$ cat src/design/u8wc_pkg.sv
// ----------------------------------------------------------------------------
// UTF-8 decode and width classifier package
// Shared types, constants and scalar classification functions.
// ----------------------------------------------------------------------------
package u8wc_pkg;

    localparam int unsigned SCALAR_W = 21;
    localparam int unsigned MAX_RES  = 4;

    localparam logic [SCALAR_W-1:0] MAX_SCALAR = 21'h10ffff;
    localparam logic [SCALAR_W-1:0] SURR_LO    = 21'h00d800;
    localparam logic [SCALAR_W-1:0] SURR_HI    = 21'h00dfff;
    localparam logic [SCALAR_W-1:0] MIN_LEN2   = 21'h000080;
    localparam logic [SCALAR_W-1:0] MIN_LEN3   = 21'h000800;
    localparam logic [SCALAR_W-1:0] MIN_LEN4   = 21'h010000;

    localparam logic [1:0] WIDTH_ZERO   = 2'd0;
    localparam logic [1:0] WIDTH_NARROW = 2'd1;
    localparam logic [1:0] WIDTH_WIDE   = 2'd2;

    localparam int unsigned ZW_NUM = 30;

    localparam logic [15:0] ZW_LO [ZW_NUM] = '{
        16'h0300, 16'h0483, 16'h0591, 16'h05bf, 16'h05c1, 16'h05c4,
        16'h05c7, 16'h0610, 16'h064b, 16'h0670, 16'h06d6, 16'h06df,
        16'h06e7, 16'h06ea, 16'h0711, 16'h0730, 16'h07a6, 16'h07eb,
        16'h0901, 16'h093c, 16'h0941, 16'h094d, 16'h0951, 16'h0962,
        16'h0e31, 16'h0e34, 16'h0e47, 16'h1dc0, 16'h20d0, 16'hfe20
    };

    localparam logic [15:0] ZW_HI [ZW_NUM] = '{
        16'h036f, 16'h0489, 16'h05bd, 16'h05bf, 16'h05c2, 16'h05c5,
        16'h05c7, 16'h061a, 16'h065f, 16'h0670, 16'h06dc, 16'h06e4,
        16'h06e8, 16'h06ed, 16'h0711, 16'h074a, 16'h07b0, 16'h07f3,
        16'h0902, 16'h093c, 16'h0948, 16'h094d, 16'h0954, 16'h0963,
        16'h0e31, 16'h0e3a, 16'h0e4e, 16'h1dff, 16'h20f0, 16'hfe23
    };

    typedef struct packed {
        logic [SCALAR_W-1:0] acc;
        logic [2:0]          exp_len;
        logic [2:0]          coll;
    } dec_state_t;

    typedef struct packed {
        logic [SCALAR_W-1:0] val;
        logic [2:0]          cnt;
        logic                ok;
    } res_ent_t;

    typedef struct packed {
        logic [2:0]             num;
        res_ent_t [MAX_RES-1:0] ent;
    } res_list_t;

    function automatic res_list_t push_res(input res_list_t lst,
                                           input logic [SCALAR_W-1:0] val,
                                           input logic [2:0] cnt,
                                           input logic ok);
        res_list_t r;
        r = lst;
        r.ent[lst.num[1:0]].val = val;
        r.ent[lst.num[1:0]].cnt = cnt;
        r.ent[lst.num[1:0]].ok  = ok;
        r.num = lst.num + 3'd1;
        return r;
    endfunction

    function automatic logic in_rng(input logic [SCALAR_W-1:0] v,
                                    input logic [SCALAR_W-1:0] lo,
                                    input logic [SCALAR_W-1:0] hi);
        return (v >= lo) && (v <= hi);
    endfunction

    function automatic logic is_ctrl(input logic [SCALAR_W-1:0] v);
        return ((v != '0) && (v < 21'h20)) || in_rng(v, 21'h7f, 21'h9f);
    endfunction

    function automatic logic is_unsafe(input logic [SCALAR_W-1:0] v);
        return (v < 21'h20) || in_rng(v, 21'h7f, 21'h9f) ||
               in_rng(v, 21'h2028, 21'h2029) || in_rng(v, 21'h200b, 21'h200f) ||
               in_rng(v, 21'h202a, 21'h202e) || in_rng(v, 21'h2066, 21'h2069) ||
               (v == 21'hfeff) || in_rng(v, 21'hfff9, 21'hfffb);
    endfunction

    function automatic logic [1:0] disp_width(input logic [SCALAR_W-1:0] v);
        logic zw;
        logic wide;
        zw = (v == '0) || is_ctrl(v);
        for (int i = 0; i < ZW_NUM; i++) begin
            if (in_rng(v, {5'd0, ZW_LO[i]}, {5'd0, ZW_HI[i]})) begin
                zw = 1'b1;
            end
        end
        wide = in_rng(v, 21'h1100, 21'h115f) || (v == 21'h2329) || (v == 21'h232a) ||
               (in_rng(v, 21'h2e80, 21'ha4cf) && (v != 21'h303f)) ||
               in_rng(v, 21'hac00, 21'hd7a3) || in_rng(v, 21'hf900, 21'hfaff) ||
               in_rng(v, 21'hfe10, 21'hfe19) || in_rng(v, 21'hfe30, 21'hfe6f) ||
               in_rng(v, 21'hff00, 21'hff60) || in_rng(v, 21'hffe0, 21'hffe6) ||
               in_rng(v, 21'h20000, 21'h2fffd) || in_rng(v, 21'h30000, 21'h3fffd);
        if (zw) begin
            return WIDTH_ZERO;
        end
        if (wide) begin
            return WIDTH_WIDE;
        end
        return WIDTH_NARROW;
    endfunction

endpackage

$ cat src/design/u8wc_decode.sv
// ----------------------------------------------------------------------------
// UTF-8 byte decoder
// Steps the sequence state by one byte and lists the results it causes.
// ----------------------------------------------------------------------------
module u8wc_decode (
    input  logic [7:0]            data_byte,
    input  logic                  end_of_stream,
    input  u8wc_pkg::dec_state_t  st,
    input  logic [2:0][7:0]       pend,
    output u8wc_pkg::dec_state_t  st_next,
    output logic [2:0][7:0]       pend_next,
    output u8wc_pkg::res_list_t   res
);

    u8wc_pkg::dec_state_t              w;
    u8wc_pkg::res_list_t               lst;
    logic [2:0][7:0]                   pn;
    logic                              taken;
    logic                              cont;
    logic                              done;
    logic                              bad;
    logic [u8wc_pkg::SCALAR_W-1:0]     acc_ext;
    logic [u8wc_pkg::SCALAR_W-1:0]     minv;

    always_comb begin
        case (st.exp_len)
            3'd2:    minv = u8wc_pkg::MIN_LEN2;
            3'd3:    minv = u8wc_pkg::MIN_LEN3;
            default: minv = u8wc_pkg::MIN_LEN4;
        endcase
    end

    assign cont    = (data_byte[7:6] == 2'b10);
    assign acc_ext = {st.acc[14:0], data_byte[5:0]};
    assign done    = (({1'b0, st.coll} + 4'd1) >= {1'b0, st.exp_len});
    assign bad     = (acc_ext < minv) || (acc_ext > u8wc_pkg::MAX_SCALAR) ||
                     u8wc_pkg::in_rng(acc_ext, u8wc_pkg::SURR_LO, u8wc_pkg::SURR_HI);

    always_comb begin
        w     = st;
        pn    = pend;
        lst   = '0;
        taken = 1'b0;

        if (st.exp_len != 3'd0) begin
            if (cont) begin
                taken = 1'b1;
                if (done) begin
                    if (bad) begin
                        for (int i = 0; i < 3; i++) begin
                            if (3'(i) < st.coll) begin
                                lst = u8wc_pkg::push_res(lst, {13'd0, pend[i]}, 3'd1, 1'b0);
                            end
                        end
                        lst = u8wc_pkg::push_res(lst, {13'd0, data_byte}, 3'd1, 1'b0);
                    end else begin
                        lst = u8wc_pkg::push_res(lst, acc_ext, st.exp_len, 1'b1);
                    end
                    w = '0;
                end else begin
                    w.acc = acc_ext;
                    if (st.coll < 3'd3) begin
                        pn[st.coll[1:0]] = data_byte;
                    end
                    w.coll = st.coll + 3'd1;
                end
            end else begin
                for (int i = 0; i < 3; i++) begin
                    if (3'(i) < st.coll) begin
                        lst = u8wc_pkg::push_res(lst, {13'd0, pend[i]}, 3'd1, 1'b0);
                    end
                end
                w = '0;
            end
        end

        if (!taken) begin
            if (!data_byte[7]) begin
                lst = u8wc_pkg::push_res(lst, {13'd0, data_byte}, 3'd1, 1'b1);
            end else if (data_byte[7:5] == 3'b110) begin
                w.exp_len = 3'd2;
                w.acc     = {16'd0, data_byte[4:0]};
                w.coll    = 3'd1;
                pn[0]     = data_byte;
            end else if (data_byte[7:4] == 4'b1110) begin
                w.exp_len = 3'd3;
                w.acc     = {17'd0, data_byte[3:0]};
                w.coll    = 3'd1;
                pn[0]     = data_byte;
            end else if (data_byte[7:3] == 5'b11110) begin
                w.exp_len = 3'd4;
                w.acc     = {18'd0, data_byte[2:0]};
                w.coll    = 3'd1;
                pn[0]     = data_byte;
            end else begin
                lst = u8wc_pkg::push_res(lst, {13'd0, data_byte}, 3'd1, 1'b0);
            end
        end

        if (end_of_stream) begin
            for (int i = 0; i < 3; i++) begin
                if (3'(i) < w.coll) begin
                    lst = u8wc_pkg::push_res(lst, {13'd0, pn[i]}, 3'd1, 1'b0);
                end
            end
            w = '0;
        end

        st_next   = w;
        pend_next = pn;
        res       = lst;
    end

endmodule

$ cat src/design/utf8_decode_width_classifier_top.sv
// ----------------------------------------------------------------------------
// UTF-8 decode and width classifier, top level
// Path: accepted byte -> result list register -> output register (m_valid).
// Throughput: one byte per cycle while each byte gives at most one result and
// the output is not stalled; a byte giving several results holds the input
// until its last pops (one result per cycle from the result list, unless stalled).
// Reset: synchronous, active low; clears the sequence state, list and output valid.
// ----------------------------------------------------------------------------
module utf8_decode_width_classifier_top (
    input  logic        aclk,
    input  logic        aresetn,
    input  logic        s_valid,
    output logic        s_ready,
    input  logic [7:0]  s_data_byte,
    input  logic        s_end_of_stream,
    output logic        m_valid,
    input  logic        m_ready,
    output logic [20:0] m_scalar_value,
    output logic [2:0]  m_byte_count,
    output logic        m_is_valid,
    output logic        m_is_control,
    output logic [1:0]  m_display_width,
    output logic        m_is_unsafe,
    output logic        m_last_result
);

    u8wc_pkg::dec_state_t st_reg;
    u8wc_pkg::dec_state_t st_next;
    logic [2:0][7:0]      pend_reg;
    logic [2:0][7:0]      pend_next;
    u8wc_pkg::res_list_t  lst_reg;
    u8wc_pkg::res_list_t  lst_next;
    logic [1:0]           head_reg;
    u8wc_pkg::res_ent_t   cur;
    logic                 accept;
    logic                 pop;
    logic                 is_last;

    logic                 m_valid_reg;
    logic [20:0]          val_reg;
    logic [2:0]           cnt_reg;
    logic                 ok_reg;
    logic                 ctrl_reg;
    logic [1:0]           width_reg;
    logic                 unsafe_reg;
    logic                 last_reg;

    u8wc_decode u_dec (
        .data_byte     (s_data_byte),
        .end_of_stream (s_end_of_stream),
        .st            (st_reg),
        .pend          (pend_reg),
        .st_next       (st_next),
        .pend_next     (pend_next),
        .res           (lst_next)
    );

    assign cur     = lst_reg.ent[head_reg];
    assign is_last = (({1'b0, head_reg} + 3'd1) == lst_reg.num);
    assign pop     = (lst_reg.num != 3'd0) && (!m_valid_reg || m_ready);
    assign s_ready = (lst_reg.num == 3'd0) || (pop && is_last);
    assign accept  = s_valid && s_ready;

    always_ff @(posedge aclk) begin
        if (!aresetn) begin
            st_reg      <= '0;
            lst_reg     <= '0;
            head_reg    <= '0;
            m_valid_reg <= 1'b0;
        end else begin
            if (accept) begin
                st_reg   <= st_next;
                lst_reg  <= lst_next;
                head_reg <= '0;
            end else if (pop && is_last) begin
                lst_reg.num <= '0;
                head_reg    <= '0;
            end else if (pop) begin
                head_reg <= head_reg + 2'd1;
            end
            if (pop) begin
                m_valid_reg <= 1'b1;
            end else if (m_ready) begin
                m_valid_reg <= 1'b0;
            end
        end
    end

    // held bytes: only read where written
    always_ff @(posedge aclk) begin
        if (accept) begin
            pend_reg <= pend_next;
        end
    end

    always_ff @(posedge aclk) begin
        if (pop) begin
            val_reg    <= cur.val;
            cnt_reg    <= cur.cnt;
            ok_reg     <= cur.ok;
            ctrl_reg   <= cur.ok && u8wc_pkg::is_ctrl(cur.val);
            width_reg  <= cur.ok ? u8wc_pkg::disp_width(cur.val) : u8wc_pkg::WIDTH_ZERO;
            unsafe_reg <= cur.ok && u8wc_pkg::is_unsafe(cur.val);
            last_reg   <= is_last;
        end
    end

    assign m_valid         = m_valid_reg;
    assign m_scalar_value  = val_reg;
    assign m_byte_count    = cnt_reg;
    assign m_is_valid      = ok_reg;
    assign m_is_control    = ctrl_reg;
    assign m_display_width = width_reg;
    assign m_is_unsafe     = unsafe_reg;
    assign m_last_result   = last_reg;

    a_idle_no_count: assert property (@(posedge aclk) disable iff (!aresetn)
        (st_reg.exp_len == 3'd0) |-> (st_reg.coll == 3'd0))
        else $error("held byte count without a pending sequence");

    a_count_below_len: assert property (@(posedge aclk) disable iff (!aresetn)
        (st_reg.exp_len != 3'd0) |-> (st_reg.coll != 3'd0) && (st_reg.coll < st_reg.exp_len))
        else $error("held byte count out of range");

    a_eos_clears: assert property (@(posedge aclk) disable iff (!aresetn)
        (accept && s_end_of_stream) |=> (st_reg.exp_len == 3'd0))
        else $error("sequence still pending after end of stream");

    a_list_bound: assert property (@(posedge aclk) disable iff (!aresetn)
        (lst_reg.num <= 3'd4) && ((lst_reg.num == 3'd0) || ({1'b0, head_reg} < lst_reg.num)))
        else $error("result list head beyond its length");

    a_error_fields: assert property (@(posedge aclk) disable iff (!aresetn)
        (m_valid && !m_is_valid) |->
            (m_byte_count == 3'd1) && (m_display_width == u8wc_pkg::WIDTH_ZERO) &&
            !m_is_control && !m_is_unsafe && (m_scalar_value < 21'h100))
        else $error("error result with scalar attributes");

endmodule

$ cat config.mk
export PLATFORM = sky130hd
export DESIGN_NAME = utf8_decode_width_classifier_top
export DESIGN_NICKNAME = d
export VERILOG_FILES = /design/src/design/u8wc_pkg.sv /design/src/design/u8wc_decode.sv /design/src/design/utf8_decode_width_classifier_top.sv
export SDC_FILE = /design/constraint.sdc
export NUM_CORES = 1
export LEC_CHECK = 0
export ABC_AREA = 1
export BUFFER_PORTS_ARGS = -buffer_cell sky130_fd_sc_hd__buf_2
export CORE_MARGIN = 5
export CORE_UTILIZATION = 27
export CTS_CLUSTER_DIAMETER = 60
export DETAILED_ROUTE_END_ITERATION = 8
export PLACE_DENSITY = 0.5
export REMOVE_ABC_BUFFERS = 1
export SYNTH_ARGS = -nofsm -noshare
export SYNTH_HDL_FRONTEND = slang
export SYNTH_SLANG_ARGS = --single-unit
$ cat constraint.sdc
create_clock -name aclk -period 11.21 [get_ports aclk]
set_input_delay 0.5605 -clock aclk [delete_from_list [all_inputs] [get_ports aclk]]
set_output_delay 0.5605 -clock aclk [all_outputs]
set_load 0.01 [all_outputs]
; ---- Word level (Yosys, flattened, before mapping)
; Index checks and enable logic that the tools add are counted.
[word_totals]
inputBits = 13
out_inout_bits = 32
regBits = 187
word_cells = 466
[op_classes]
n_eq_ne = 11
n_addsub = 13
mux = 190
magnitude_cmp = 126
bitwise = 1
n_reduce_logical = 97
[ops]
columns = operator, n
row1 = $mux W103, 35
row2 = $bwmux W100, 28
row3 = $demux W25 S2, 27
row4 = $ge A21 B11 Y1 const B, 17
row5 = $le A21 B11 Y1 const B, 17
row6 = $mux W25, 10
row7 = $mux W27, 8
row8 = $le A21 B16 Y1 const B, 10
row9 = $ge A21 B12 Y1 const B, 9
row10 = $ge A21 B16 Y1 const B, 9
row11 = $le A21 B12 Y1 const B, 9
row12 = $ge A21 B14 Y1 const B, 6
row13 = $le A21 B14 Y1 const B, 5
row14 = $mux W101, 1
row15 = $mux W24, 4
row16 = $logic_and A1 B1 Y1, 64
row17 = $bmux W25 S2, 1
row18 = $mux W1, 49
row19 = $mux W8, 6
row20 = $eq A21 B14 Y1 const B, 2
row21 = $ge A21 B13 Y1 const B, 2
row22 = $ge A21 B18 Y1 const B, 2
row23 = $le A21 B13 Y1 const B, 2
row24 = $le A21 B18 Y1 const B, 2
row25 = other kinds (41), 113

; ---- Logic depth before layout (Yosys ltp)
[depth]
ltp_word = 84
depth_mapped = 38

; ---- By module
; From an unflattened synthesis, not the netlist that was laid out.
[unflattened]
cells_unflattened = 2486
area_unflattened_um2 = 14981.9
[by_module_without_submodules]
columns = module, area_each_um2, cells_per_inst, seq_area_each_um2, n_inst
row1 = utf8_decode_width_classifier_top, 10536.4, 1586, 4284.1, 1
row2 = u8wc_decode, 4445.5, 900, 0.0, 1

; ---- Worst setup path after synthesis
; Ideal clock, no wire load.
[synth_path]
path_type = register to register
startpoint = register st_reg[0] in the netlist's numbering
endpoint = register lst_reg[86] in the netlist's numbering
t_required_ns = 11.097
arrival_ns = 4.896
slack_ns = 6.201
stages_incl_launch_ff = 31
cell_sequence = dfxtp_1 -> inv_1 -> ha_1 -> ha_1 -> inv_1 -> o21bai_1 -> a21oi_2 -> nand2_1 -> inv_1 -> o21ai_0 -> nand2_1 -> ha_1 -> or2_2 -> nand2_1 -> inv_1 -> nand2_1 -> inv_1 -> ha_1 -> nand2_1 -> nand2_1 -> ha_1 -> or2_2 -> nand2_1 -> inv_1 -> ha_1 -> nand3_1 -> inv_1 -> o21ai_1 -> o21ai_0 -> nand3_1 -> nand2_1
[synth_via]
elab_chain_cells = 56
word_cells_on_any_way = 168
[synth_lines]
columns = item, line
row1 = from (decl), utf8_decode_width_classifier_top.sv:27  ; u8wc_pkg::dec_state_t st_reg;
row2 = from (signal assigned), utf8_decode_width_classifier_top.sv:72  ; st_reg <= st_next;
row3 = branches (longest 55 deep; another with $lt A1 B3 Y1), -
row4 = $mux W103 *, u8wc_decode.sv:100  ; if (end_of_stream) begin
row5 = to (signal assigned), utf8_decode_width_classifier_top.sv:73  ; lst_reg <= lst_next;
row6 = to (decl), utf8_decode_width_classifier_top.sv:31  ; u8wc_pkg::res_list_t lst_reg;
; Mark *: on every way between the ends. The select of a mux whose other input is x is not followed.
; A chain may end at the register's enable or synchronous reset.

; ---- Worst setup path after layout
[layout_path]
startpoint = register st_reg[4] in the netlist's numbering
endpoint = register lst_reg[86] in the netlist's numbering
[layout_via]
elab_chain_cells = 36
word_cells_on_any_way = 87
[layout_lines]
columns = item, line
row1 = branches (longest 35 deep; another with $lt A21 B17 Y1), -
row2 = $mux W103 *, u8wc_decode.sv:100
; Marks and branches as above.

==> flow_metrics.py <==
metrics = {
    "sta": {
        "fmax_mhz": 159,
        "finalCriticalPeriod_ps": 6280,
        "fin_tns_setup_ps": 0,
        "rsz0062_at_grt": "false",
        "finalCritPeriodShare": 0.560,
        "final_hold_viol_count": 0,
        "slew_headroom": 0.212,
        "clock_skew_ps": 15.7,
        "whs_ps": 462,
        "worstMarginPinSlew_ps": 1180,
        "slew_viol_final": 0,
        "setup_violations": 0,
    },
    "critical_path": {
        "path_buf_inv": 5,
        "critPathKind": "reg2reg",
        "cp.arrival_ps": 6640,
        "crit_required_ps": 11570,
        "cpPeakStageDelay_ps": 480,
        "worstPathMaxFanout": 15,
        "start_kind": "register",
        "endpoint_kind": "register",
        "cp_top_family": "simple AND/OR/NAND/NOR gates",
        "cpMaxStageDelayCell": "nand3_1",
        "startpoint": "st_reg[4]",
        "r2r-start": "st_reg[4]",
        "crit_top_cell": "nand2_1",
    },
    "drt": {
        "wl_per_cell_um": 21.5,
        "route.detailed.drc": 0,
        "wirelength_um": 54500,
        "drt_first_pass_iters": 8,
        "wl_met3_um": 3470,
        "met2_length_um": 25100,
        "avgViaCountPerCell": 5.29,
        "wl_met1_um": 24000,
        "ant_nets": 0,
        "dr_total_vias": 13400,
        "top_layer_used": "met4",
        "drt_iter0_markers": 1443,
    },
    "power_and_ir_drop": {
        "power.static_leakage_nw": 5.86,
        "peakVddDrop_mv": 0.0934,
        "pwr-share-seq": 0.357,
        "swShare": 0.390,
        "p_comb_frac": 0.294,
        "p_switching_mw": 0.656,
        "power_density_nw_per_um2": 126,
        "p_clk_frac": 0.349,
        "p_int_mw": 1.02,
    },
    "cells_and_area": {
        "nNetsFinal": 1966,
        "area_delta_synth_final_pct": 11.1,
        "finalNonFillerCells": 2530,
        "drive_gt1_frac": 0.119,
        "layout_commonest_cell": "nand2_1",
        "antenna_cells": 0,
        "utilization": 0.302,
        "layout_common_cells": "nand2_1, inv_1, o21ai_0, nor2_1, nand3_1",
        "largest_reg_flops": 58,
    },
    "clock_network": {
        "htree_levels": 4,
        "cts_tree": "built",
        "cts_num_sinks": 136,
        "cts_buffers": 17,
        "post_cts_buffers": 0,
        "cts_resized": 0,
        "clkTransAtPathRegs_ps": 70,
        "clk_latency_ps": 470,
        "clockRootBuffer": "clkbuf_16",
        "holdBufCountCts": 0,
        "clock_path_buffers": 2,
    },
    "die": {
        "fp.dieH_um": 221,
        "die_width_um": 221,
        "fp.coreArea_um2": 44100,
        "design.die.area_um2": 48800,
        "io_pins": 45,
        "floorplan.initialDensity": 0.272,
        "rows": 77,
    },
    "synthesis": {
        "yosysWarnings": 0,
        "synth_top_area_share": 0.153,
        "synth-compound-area-share": 0.199,
        "netlist-cell-type-count": 59,
        "syn_area_um2": 12000,
        "synth_seq_cells": 136,
        "post_synth.cell_area_avg_um2": 6.28,
        "synthAdderAreaFrac": 0.0292,
        "syn_inst": 1911,
        "synthTopCellsByArea": "nand2_1, dfxtp_1, edfxtp_1",
        "muxShareOfSynthArea": 0,
        "synth_top_family_by_area": "simple AND/OR/NAND/NOR gates",
        "synth-simple-area-share": 0.382,
        "seq_area_frac_synth": 0.272,
        "synth_area_leader_cell": "nand2_1",
        "synth_xor_area_frac": 0.00365,
    },
    "grt": {
        "grt_usage": 0.216,
        "antenna_found_initial": 0,
        "grt_pass1_vias": 12600,
        "grt_pass1_wl_um": 82000,
        "grt_overflow": 0,
        "grt_start_max_net_pins": 38,
    },
    "placement": {
        "portBuffers": 44,
        "place_hpwl_um": 42000,
        "dp.cells": 2498,
        "place_congestion": 1.02,
    },
    "flow_run": {
        "cap_violations": 0,
    },
    "status": {
        "status": "finished, final reports clean",
    },
    "worst_hold_path": {
        "hold_start": "lst_reg[86]",
        "hp-class": "reg2reg",
    },
}
through the flow:
step	cell area, um^2	setup WS [ps]	power, mW
finish	13300	4930	1.68
global route	13300	4430	1.76
CTS	13300	5060	1.69
detailed placement	12700	5050	1.10
global placement	12700	5220	1.10
floorplan	11700	6020	0.894
cells in the mapped netlist (all sizes together):
cell,count
nand2,527
inv,278
nor2,210
o21ai,206
nand3,144
a21oi,105
dfxtp,82
edfxtp,54
nor3,43
nand4,38
buf,30
clkbuf,28
ha,28
o22ai,27
a22oi,21
o211ai,16
o21a,9
or2,7
o21bai,6
o31ai,6
a31oi,4
a32oi,4
nor4,4
xor2,4
clkinv,3
nand3b,3
nor3b,3
o2111ai,3
o32ai,3
a21boi,2
a31o,2
a32o,2
and3,2
a21o,1
a221oi,1
a22o,1
a41oi,1
conb,1
o41ai,1
xnor2,1
area by class of cell:
cell class	instances	area, um^2
Fill cell	5056	30800
Multi-Input combinational cell	1436	7390
Sequential cell	136	3260
Inverter	281	1060
Tap cell	592	741
Clock buffer	25	538
Timing Repair Buffer	53	288
Clock inverter	7	55.1
power groups by stage:
stage                     clock (mW)  combinational, mW  sequential [mW]
final                          0.587              0.494            0.600
after global routing           0.619              0.533            0.605
after CTS                      0.599              0.488            0.600
after detailed placement           0              0.487            0.611
after global placement             0              0.491            0.611
after floorplan                    0              0.270            0.624
routing by layer:
| metal | vias up | track usage |
|---|---|---|
| li1 | 6380 | - |
| met1 | 6319 | 0.293 |
| met2 | 589 | 0.355 |
| met3 | 100 | 0.0274 |
| met4 | 0 | 0.0802 |
| met5 | - | 0 |
worst min-delay path, cell delays in order, from the launching register on:
cell and delay (ps):
dfxtp_1 310, nand2_1 60, nand2_1 50
final timing paths:
path	to	slack (ps)	depth (start not counted)
worst min register to register	lst_reg[86]	460	2
worst max register to register	lst_reg[86]	4930	33
worst min-delay path	lst_reg[86]	460	2
worst max-delay path	lst_reg[86]	4930	33
cells by family (layout without fill, tap and decap cells):
family                     count (synthesis)  in the layout
buffers and inverters                    339            366
xor gates and xnor gates                   5              5
and+or+nand+nor                          981            981
adders and majority gates                 28             28
AOI/OAI and AO/OA                        421            421
other                                      1              1
DFF                                      136            136
No activity file was read; power rests on OpenSTA's default activity.
